File: src/sv/fpt_pkg.sv
`default_nettype none

package fpt_pkg;

	localparam int NUM_FRAMES_DEF       = 4;
	localparam int PAGE_OFFSET_BITS_DEF = 8;
	localparam int VADDR_BITS_DEF       = 12;

	// controller to datapath commands
	typedef struct packed {
		logic capture;
		logic commit;
	} cmd_t;

endpackage

`default_nettype wire

File: src/sv/fpt_req_if.sv
`default_nettype none

interface fpt_req_if #(
	parameter int VA_W = fpt_pkg::VADDR_BITS_DEF
);
	logic            valid;
	logic            ready;
	logic [VA_W-1:0] virtual_address;

	modport source (output valid, output virtual_address, input ready);
	modport sink   (input valid, input virtual_address, output ready);
endinterface

`default_nettype wire

File: src/sv/fpt_rsp_if.sv
`default_nettype none

interface fpt_rsp_if #(
	parameter int FRAME_W = $clog2(fpt_pkg::NUM_FRAMES_DEF),
	parameter int PA_W    = FRAME_W + fpt_pkg::PAGE_OFFSET_BITS_DEF
);
	logic               valid;
	logic               ready;
	logic [PA_W-1:0]    physical_address;
	logic               page_fault;
	logic [FRAME_W-1:0] frame_index;

	modport source (output valid, output physical_address, output page_fault,
		output frame_index, input ready);
	modport sink   (input valid, input physical_address, input page_fault,
		input frame_index, output ready);
endinterface

`default_nettype wire

File: src/sv/fpt_ctrl.sv
`default_nettype none

module fpt_ctrl (
	input  wire logic        clk,
	input  wire logic        arst_n,
	input  wire logic        req_valid,
	output logic             req_ready,
	input  wire logic        rsp_ready,
	output logic             rsp_valid,
	output fpt_pkg::cmd_t    cmd
);

	localparam logic S_IDLE   = 1'b0;
	localparam logic S_LOOKUP = 1'b1;

	logic state_q;
	logic state_d;
	logic rsp_valid_q;
	logic out_free;

	assign req_ready   = (state_q == S_IDLE);
	assign out_free    = !rsp_valid_q || rsp_ready;
	assign cmd.capture = req_valid && req_ready;
	assign cmd.commit  = (state_q == S_LOOKUP) && out_free;
	assign rsp_valid   = rsp_valid_q;

	always_comb begin
		state_d = state_q;
		case (state_q)
			S_IDLE: begin
				if (cmd.capture) state_d = S_LOOKUP;
			end
			S_LOOKUP: begin
				// hold while the previous result is still waiting
				if (cmd.commit) state_d = S_IDLE;
			end
			default: state_d = S_IDLE;
		endcase
	end

	always_ff @(posedge clk or negedge arst_n) begin
		if (!arst_n) begin
			state_q     <= S_IDLE;
			rsp_valid_q <= 1'b0;
		end else begin
			state_q <= state_d;
			if (cmd.commit) rsp_valid_q <= 1'b1;
			else if (rsp_ready) rsp_valid_q <= 1'b0;
		end
	end

endmodule

`default_nettype wire

File: src/sv/fpt_datapath.sv
`default_nettype none

module fpt_datapath #(
	parameter int NUM_FRAMES       = fpt_pkg::NUM_FRAMES_DEF,
	parameter int PAGE_OFFSET_BITS = fpt_pkg::PAGE_OFFSET_BITS_DEF,
	parameter int VADDR_BITS       = fpt_pkg::VADDR_BITS_DEF,
	localparam int FRAME_W = $clog2(NUM_FRAMES),
	localparam int PA_W    = FRAME_W + PAGE_OFFSET_BITS
) (
	input  wire logic                  clk,
	input  wire logic                  arst_n,
	input  wire fpt_pkg::cmd_t         cmd,
	input  wire logic [VADDR_BITS-1:0] virtual_address,
	output logic [PA_W-1:0]            physical_address,
	output logic                       page_fault,
	output logic [FRAME_W-1:0]         frame_index
);

	localparam int OFF_W  = (PAGE_OFFSET_BITS < VADDR_BITS) ? PAGE_OFFSET_BITS : VADDR_BITS;
	localparam int PAGE_W = (VADDR_BITS > PAGE_OFFSET_BITS) ?
		(VADDR_BITS - PAGE_OFFSET_BITS) : 1;

	logic [VADDR_BITS-1:0]       va_q;
	logic [PAGE_W-1:0]           frame_page_q [NUM_FRAMES];
	logic [NUM_FRAMES-1:0]       frame_valid_q;
	logic [FRAME_W-1:0]          fifo_ptr_q;
	logic [PA_W-1:0]             pa_q;
	logic                        fault_q;
	logic [FRAME_W-1:0]          frame_q;

	logic [PAGE_W-1:0]           page;
	logic [PAGE_OFFSET_BITS-1:0] offset;
	logic                        hit;
	logic [FRAME_W-1:0]          hit_frame;
	logic [FRAME_W-1:0]          frame_sel;
	logic [FRAME_W-1:0]          ptr_next;

	generate
		if (VADDR_BITS > PAGE_OFFSET_BITS) begin : g_page
			assign page = va_q[VADDR_BITS-1:PAGE_OFFSET_BITS];
		end else begin : g_no_page
			assign page = '0;
		end
	endgenerate

	assign offset = PAGE_OFFSET_BITS'(va_q[OFF_W-1:0]);

	// lowest matching frame wins
	always_comb begin
		hit       = 1'b0;
		hit_frame = '0;
		for (int i = NUM_FRAMES - 1; i >= 0; i--) begin
			if (frame_valid_q[i] && (frame_page_q[i] == page)) begin
				hit       = 1'b1;
				hit_frame = FRAME_W'(i);
			end
		end
	end

	assign frame_sel = hit ? hit_frame : fifo_ptr_q;
	assign ptr_next  = (fifo_ptr_q == FRAME_W'(NUM_FRAMES - 1)) ? '0 : fifo_ptr_q + 1'b1;

	always_ff @(posedge clk or negedge arst_n) begin
		if (!arst_n) begin
			frame_valid_q <= '0;
			fifo_ptr_q    <= '0;
		end else if (cmd.commit && !hit) begin
			frame_valid_q[fifo_ptr_q] <= 1'b1;
			fifo_ptr_q                <= ptr_next;
		end
	end

	always_ff @(posedge clk) begin
		if (cmd.capture) va_q <= virtual_address;
		if (cmd.commit && !hit) frame_page_q[fifo_ptr_q] <= page;
		if (cmd.commit) begin
			pa_q    <= {frame_sel, offset};
			fault_q <= !hit;
			frame_q <= frame_sel;
		end
	end

	assign physical_address = pa_q;
	assign page_fault       = fault_q;
	assign frame_index      = frame_q;

endmodule

`default_nettype wire

File: src/sv/fifo_page_translator_unit.sv
// Each item is captured into va_q, then a lookup-and-replace step compares all
//   frames and, on a miss, updates the table and FIFO pointer; no new item is
//   taken until its result is registered onto rsp once the output is free.
// A finished result waits in the output register while the next item is taken.
// Reset clears frame valid bits, the FIFO pointer and the output valid;
//   the frame page table itself is not cleared.
`default_nettype none

module fifo_page_translator_unit #(
	parameter int NUM_FRAMES       = fpt_pkg::NUM_FRAMES_DEF,
	parameter int PAGE_OFFSET_BITS = fpt_pkg::PAGE_OFFSET_BITS_DEF,
	parameter int VADDR_BITS       = fpt_pkg::VADDR_BITS_DEF
) (
	input  wire logic    clk,
	input  wire logic    arst_n,
	fpt_req_if.sink      req,
	fpt_rsp_if.source    rsp
);

	fpt_pkg::cmd_t cmd;

	fpt_ctrl u_ctrl (
		.clk       (clk),
		.arst_n    (arst_n),
		.req_valid (req.valid),
		.req_ready (req.ready),
		.rsp_ready (rsp.ready),
		.rsp_valid (rsp.valid),
		.cmd       (cmd)
	);

	fpt_datapath #(
		.NUM_FRAMES       (NUM_FRAMES),
		.PAGE_OFFSET_BITS (PAGE_OFFSET_BITS),
		.VADDR_BITS       (VADDR_BITS)
	) u_datapath (
		.clk              (clk),
		.arst_n           (arst_n),
		.cmd              (cmd),
		.virtual_address  (req.virtual_address),
		.physical_address (rsp.physical_address),
		.page_fault       (rsp.page_fault),
		.frame_index      (rsp.frame_index)
	);

	// one item in flight: no new item right after one is taken
	a_one_in_flight: assert property (@(posedge clk) disable iff (!arst_n)
		req.valid && req.ready |=> !req.ready)
		else $error("item accepted while lookup pending");

	// never overwrite a result that has not been taken
	a_no_overwrite: assert property (@(posedge clk) disable iff (!arst_n)
		cmd.commit |-> (!rsp.valid || rsp.ready))
		else $error("result overwritten");

	a_cmd_exclusive: assert property (@(posedge clk) disable iff (!arst_n)
		!(cmd.capture && cmd.commit))
		else $error("capture and commit in the same cycle");

	a_valid_from_commit: assert property (@(posedge clk) disable iff (!arst_n)
		$rose(rsp.valid) |-> $past(cmd.commit))
		else $error("result valid without commit");

endmodule

`default_nettype wire

File: src/flat_wrapper.sv
// flat-port wrapper written by rule: the top's interface ports become plain ports
module fifo_page_translator_unit_flat 
#(
	parameter int NUM_FRAMES       = fpt_pkg::NUM_FRAMES_DEF,
	parameter int PAGE_OFFSET_BITS = fpt_pkg::PAGE_OFFSET_BITS_DEF,
	parameter int VADDR_BITS       = fpt_pkg::VADDR_BITS_DEF
)
  (clk, arst_n, req_valid, req_virtual_address, req_ready, rsp_valid, rsp_physical_address, rsp_page_fault, rsp_frame_index, rsp_ready);
  fpt_req_if #(.VA_W((fpt_pkg::VADDR_BITS_DEF))) req_i ();
  fpt_rsp_if #(.PA_W((($clog2((fpt_pkg::NUM_FRAMES_DEF))) + (fpt_pkg::PAGE_OFFSET_BITS_DEF))), .FRAME_W(($clog2((fpt_pkg::NUM_FRAMES_DEF))))) rsp_i ();
  input  wire logic clk;
  input  wire logic arst_n;
  input wire logic [$bits(req_i.valid)-1:0] req_valid;
  input wire logic [$bits(req_i.virtual_address)-1:0] req_virtual_address;
  output wire logic [$bits(req_i.ready)-1:0] req_ready;
  output wire logic [$bits(rsp_i.valid)-1:0] rsp_valid;
  output wire logic [$bits(rsp_i.physical_address)-1:0] rsp_physical_address;
  output wire logic [$bits(rsp_i.page_fault)-1:0] rsp_page_fault;
  output wire logic [$bits(rsp_i.frame_index)-1:0] rsp_frame_index;
  input wire logic [$bits(rsp_i.ready)-1:0] rsp_ready;
  assign req_i.valid = req_valid;
  assign req_i.virtual_address = req_virtual_address;
  assign req_ready = req_i.ready;
  assign rsp_valid = rsp_i.valid;
  assign rsp_physical_address = rsp_i.physical_address;
  assign rsp_page_fault = rsp_i.page_fault;
  assign rsp_frame_index = rsp_i.frame_index;
  assign rsp_i.ready = rsp_ready;
  fifo_page_translator_unit #(.NUM_FRAMES(NUM_FRAMES), .PAGE_OFFSET_BITS(PAGE_OFFSET_BITS), .VADDR_BITS(VADDR_BITS)) u_core (.clk(clk), .arst_n(arst_n), .req(req_i), .rsp(rsp_i));
endmodule
File: config.mk
export PLATFORM = sky130hd
export DESIGN_NAME = fifo_page_translator_unit_flat
export DESIGN_NICKNAME = d
export VERILOG_FILES = /design/src/sv/fpt_pkg.sv /design/src/sv/fpt_req_if.sv /design/src/sv/fpt_rsp_if.sv /design/src/sv/fpt_ctrl.sv /design/src/sv/fpt_datapath.sv /design/src/sv/fifo_page_translator_unit.sv /design/src/flat_wrapper.sv
export SDC_FILE = /design/constraint.sdc
export NUM_CORES = 1
export LEC_CHECK = 0
export ABC_AREA = 1
export BUFFER_PORTS_ARGS = -buffer_cell sky130_fd_sc_hd__buf_4
export CAP_MARGIN = 10
export CORE_MARGIN = 1.5
export CORE_UTILIZATION = 40
export CTS_CLUSTER_DIAMETER = 30
export DETAILED_ROUTE_END_ITERATION = 6
export PLACE_DENSITY = 0.67
export RECOVER_POWER = 100
export SKIP_CTS_REPAIR_TIMING = 1
export SLEW_MARGIN = 0
export SYNTH_ARGS = -nofsm -noshare
export SYNTH_HDL_FRONTEND = slang
export SYNTH_SLANG_ARGS = --single-unit
File: constraint.sdc
create_clock -name clk -period 1.7 [get_ports clk]
set_input_delay 0.085 -clock clk [delete_from_list [all_inputs] [get_ports clk]]
set_output_delay 0.085 -clock clk [all_outputs]
set_load 0.1 [all_outputs]
======== After elaboration in Yosys (flattened, before gate mapping) ========
Memories as Yosys holds them, arrays and structs flattened.
Index checks and enable logic that the tools add are counted.
W data, S select, Z words.
word-level totals
  bits in registers ....................... 33
  bits in writable memories ............... 16
  input port bits ......................... 16
  output and inout bits ................... 15
  logic and storage cells ................. 50
  memories kept ........................... 1
cells by class
  add/sub/neg operators ................... 1
  order comparisons ....................... 2
  eq/ne operators ......................... 5
  muxes and demuxes ....................... 19
  bitwise gates (word level) .............. 2
  reduce and logical (&&, ||, !) cells .... 12
memories
  name                            depth  width  rd ports  clocked after Yosys merged registers in  write ports  line                text
  u_core.u_datapath.frame_page_q  4      4      4         0                                        1            fpt_datapath.sv:24  logic [PAGE_W-1:0] frame_page_q [NUM_FRAMES];
operators with widths
  kind                   number
  $eq A4 B4 Y1           4
  $mux W2                6
  $mux W1                11
  $logic_and A1 B1 Y1    8
  $or A4 B4 Y4           1
  $lt A2 B3 Y1 const B   1
  $add A2 B1 Y2 const B  1
  $demux W1 S2           1
  $eq A2 B2 Y1 const B   1
  $ge A2 B1 Y1 const B   1
  $logic_not A1 Y1       2
  $pmux W1 S2            1
  $reduce_bool A2 Y1     1
  $logic_or A1 B1 Y1     1
  $not A1 Y1             1

======== Logic depth before layout (Yosys ltp) ========
  word-level depth ........................ 10
  depth in mapped cells ................... 10
  gate-level depth less buffers ........... 10

======== Cells and area by module ========
A second synthesis with hierarchy kept.
second synthesis, totals
  cells, all modules ...................... 160
  area total of the unflattened synthesis .. 1974.4 sq um
modules (own cells, without submodules)
  module        times used  cells each  area each (sq um)
  fpt_datapath  1           149         1881.8
  fpt_ctrl      1           11          92.6

======== Worst setup path before layout ========
No wires, ideal clock.
  path type ............................... register -> register
  start ................................... reg u_core.u_ctrl.rsp_valid_q (netlist: u_core.u_ctrl.rsp_valid)
  end ..................................... mem u_core.u_datapath.frame_page_q[0][0] in the netlist's numbering (enable)
  library setup time ...................... 0.305 ns
  arrival time ............................ 1.802 ns
  data required time ...................... 1.395 ns
  setup slack ............................. -0.407 ns
  cell stages (with the launch flop) ...... 4
  buffers on the path ..................... 0
  cell sequence ........................... dfrtp_1 > a21oi_2 > nand3_2 > inv_1
RTL lines
  item                    line                text
  from (decl)             fpt_ctrl.sv:18      logic rsp_valid_q;
  from (signal assigned)  fpt_ctrl.sv:44      rsp_valid_q <= 1'b0;
  from (signal assigned)  fpt_ctrl.sv:47      if (cmd.commit) rsp_valid_q <= 1'b1;
  from (signal assigned)  fpt_ctrl.sv:48      else if (rsp_ready) rsp_valid_q <= 1'b0;
  to (decl)               fpt_datapath.sv:24

======== Worst setup path in the final report ========
  start ................................... reg u_core.u_datapath.va_q[9]
  end ..................................... mem u_core.u_datapath.frame_page_q[1][3] in the netlist's numbering (enable)
on the way
  longest elaborated chain between the ends .. 10
  elaborated cells between the ends (all ways) .. 16
  those cells by class .................... eq/ne: 4; mux: 6; reduce/logical: 6
ends and longest elaborated chain
  item                               line                text
  from (decl)                        fpt_datapath.sv:23  logic [VADDR_BITS-1:0] va_q;
  from (signal assigned)             fpt_datapath.sv:74  if (cmd.capture) va_q <= virtual_address;
  $eq A4 B4 Y1                       fpt_datapath.sv:53  if (frame_valid_q[i] && (frame_page_q[i] == page)) begin
  $logic_and A1 B1 Y1                fpt_datapath.sv:53
  $mux W1 (3 in a row)               fpt_datapath.sv:53
  $mux W1 (*)                        fpt_datapath.sv:53
  $logic_not A1 Y1 (*)               fpt_datapath.sv:75  if (cmd.commit && !hit) frame_page_q[fifo_ptr_q] <= page;
  $logic_and A1 B1 Y1 (*)            fpt_datapath.sv:75
  $mux W1 (*)                        fpt_datapath.sv:75
  $mux W1 (not written as such) (*)  fpt_datapath.sv:75
Mark *: on every way between the ends. The rest lies on a longest branch, timed or not.

==> summary.txt <==
Detailed routing
  • DRC: 0
  • WL/cell: 12.0 um
  • Final ANT Viol Nets: 0
  • Drt first pass iters: 4
  • Total Wirelength: 3510 um
  • Vias per Instance: 4.35
  • Initial DRC Count: 72
  • Vias: 1274

Critical path
  • Crit Path Class: reg -> reg
  • R2R Setup Slk: 0.006 ns
  • Worst setup EP type: flop
  • WP data arrival: 1.71 ns
  • Worst r2r dst: u_core.u_datapath.frame_page_q[1][3]
  • CP max FO: 5
  • Reg-to-reg critical path startpoint: u_core.u_datapath.va_q[9]
  • CP Launch Type: flop
  • Worst path required time: 1.71 ns
  • Reg2reg path depth: 9

Power and ir drop
  • Switching power: 0.00201 W
  • Pwr dens: 1690 nW/um2
  • Sequential power share: 38.7%
  • Maximum VDD drop: 0.000933 V
  • Pint: 0.00241 W
  • Clock power frac: 15.1%
  • Comb power frac: 46.1%
  • Switching portion of total power: 45.5%
  • LEAKAGE: 1.17 nW

Yosys
  • Synth Warn #: 0
  • Post-synth EDFFs: 39
  • Most frequent cells after synthesis: nand2_1 (42), edfxtp_1 (39), inv_1 (25)
  • Mapped Cells: 161
  • Largest cells by area after synthesis: edfxtp_1 (59%), dfrtp_1 (10%), nand2_1 (8.0%)
  • Syn_area_per_cell: 12.3 um2
  • Seq/Total Area, Yosys: 69.5%
  • Cell Area, Synth: 1970 um2
  • Post-synth top flop: edfxtp_1
  • Synth async-reset ratio: 17.0%
  • Net Count, Synth: 181
  • Yosys cell types: 20
  • Yosys top cell by area: edfxtp_1
  • Synth Register Bits: 47
  • Post-synth top area share: 59.3%
  • Most instantiated library cell after synthesis: nand2_1

CTS
  • Worst-path clk slew: 0.08 ns
  • Clock Tree Buf Depth: 2
  • CTS sink count: 47
  • H-tree depth: 2
  • CTS Buf Count: 5
  • Root Buffer: clkbuf_8
  • Clk_lat worst skew: 0.29 ns
  • CTS tree: done

Job
  • Max-cap violations: 0

STA
  • Setup TNS: 0 ns
  • Minimum clock period: 1.69 ns
  • Clock skew: 0.00549 ns
  • Maximum clock frequency: 590 MHz
  • Final Hold Viols: 0
  • RSZ-0062 raised after global routing: yes
  • Final setup fails: 0
  • Tcrit/Tclk final: 99.6%
  • Slew Viols, Final: 0
  • Least-Margin Pin Slew: 0.467 ns
  • Slew headroom: 68.9%

Placement
  • Placer Congestion: 0.767
  • Port bufs: 30
  • Detailed placement HPWL: 2350 um
  • Placed inst area: 2340 um2

Final layout
  • Nets: 245
  • Fill cells: 418
  • Area grow syn2layout: 32.4%
  • Finished Core Util: 55.4%
  • Layout cell share with drive strength beyond 1: 33.6%
  • Ant diodes: 0
  • Final Instance Area: 2620 um2

GRT
  • GRT overflow: 0
  • Total GRT Usage: 13.8%
  • Global-route wire length before repair: 5430 um
  • Initial antenna violation count: 0
  • Via count of the first global-routing pass: 1198
  • Pin count of the biggest net entering global routing: 15

Outcome
  • Status: finished, final reports clean

Floorplan
  • Die H: 73.3 um
  • I/O pin cnt: 31
  • Initial Util: 41.8%
  • Chip Width: 73.3 um
  • Total core area: 4720 um2
  • Rows: 25
  • DIE AREA: 5370 um2

Worst hold path
  • Hold wc startpoint: req_valid
  • Hold crit path type: in -> reg
  • Worst hold path stage count: 3
  • Hold Path End: u_core.u_ctrl.state_q
-- layer usage --
layer  vias up  wire (um)  global-route usage, %
met5         -          0                      0
met2        26       1820                   22.9
met3         2        144                   5.08
li1        645          -                      -
met1       601       1540                   16.8
met4         0         10                   4.40
-- cell families (layout without fill, tap and decap cells) --
group                      Yosys count  after routing  share of synthesized area, %
AOI/OAI and AO/OA                    5              5                          1.58
xor gates and xnor gates             4              4                          1.77
adders and majority gates            4              4                          2.53
buffers and inverters               30             94                          6.27
DFF                                 47             47                          69.5
and+or+nand+nor                     71             72                          18.4
-- power by group through the flow --
stage	logic (W)	clock network [W]	registers [W]
after floorplan	0.000823	0	0.00245
after global placement	0.00193	0	0.00175
after detailed placement	0.00194	0	0.00176
after CTS	0.00195	0.000694	0.00173
after global routing	0.00217	0.000733	0.00174
final	0.00204	0.000669	0.00171
-- area by class of cell --
type,count,area (um2),area share (%)
flip-flops and latches,47,1370,52.5
multi-input cells,85,500,19.1
repair buffers,59,465,17.8
inverters,27,101,3.88
clock buffers,7,86.3,3.30
well taps,67,83.8,3.21
clock inverters,1,5.00,0.191
-- worst max-delay path, stage by stage (launching register included) --
cell	delay (ns)
edfxtp_1	0.48
clkbuf_2	0.21
nand2_1	0.07
nand2_1	0.06
nor2_1	0.04
nand3_2	0.09
nand2_4	0.09
nor2_8	0.17
nand3_2	0.10
inv_2	0.11
-- worst max path at each step --
stage | start | to | slack, ns | cells after the start
2_1_floorplan | u_core.u_ctrl.state_q | u_core.u_datapath.frame_page_q[0][0] | -0.17 | 4
3_3_place_gp | u_core.u_datapath.va_q[11] | u_core.u_datapath.frame_page_q[1][0] | -0.03 | 9
3_5_place_dp | u_core.u_datapath.va_q[11] | u_core.u_datapath.frame_page_q[1][2] | -0.07 | 9
4_1_cts | u_core.u_datapath.va_q[11] | u_core.u_datapath.frame_page_q[2][2] | -0.08 | 9
5_1_grt | u_core.u_datapath.va_q[8] | u_core.u_datapath.frame_page_q[3][3] | -0.10 | 9
6_report | u_core.u_datapath.va_q[9] | u_core.u_datapath.frame_page_q[1][3] | 0.006 | 9
-- state kept, by name (all words and copies together), names as in the netlist --
signal                              count
u_core.u_ctrl.rsp_valid                 1
u_core.u_datapath.frame_page_q         16
u_core.u_datapath.fifo_ptr_q            2
u_core.u_ctrl.state_q                   1
u_core.u_datapath.frame_index           1
u_core.u_datapath.frame_valid_q         4
u_core.u_datapath.page_fault            1
u_core.u_datapath.physical_address      9
u_core.u_datapath.va_q                 12
-- placed cells by master (no fill, tap or decap) --
master and count:
a21oi_1 1, a21oi_4 1, buf_4 31, clkbuf_1 3, clkbuf_2 1, clkbuf_4 12, clkbuf_8 6, clkinv_2 1
dfrtp_1 7, dfrtp_2 1, dlygate4sd3_1 13, edfxtp_1 39, ha_1 4, inv_1 21, inv_2 6, nand2_1 41
nand2_2 2, nand2_4 2, nand3_1 2, nand3_2 8, nand4_1 1, nor2_1 11, nor2_2 3, nor2_4 1
nor2_8 1, o21ai_1 2, o21bai_1 1, xnor2_1 4
-- stage by stage --
stage	worst slack, ns	hold slack, ns	total power, W	cells
detailed placement	-0.0660	-0.0834	0.00370	264
CTS	-0.0756	-0.411	0.00437	272
global placement	-0.0312	-0.0820	0.00368	264
global route	-0.100	0.0557	0.00465	293
floorplan	-0.165	-0.211	0.00328	161
finish	0.00645	0.0529	0.00442	293
Note: power is estimated with default switching activity, not from simulation.
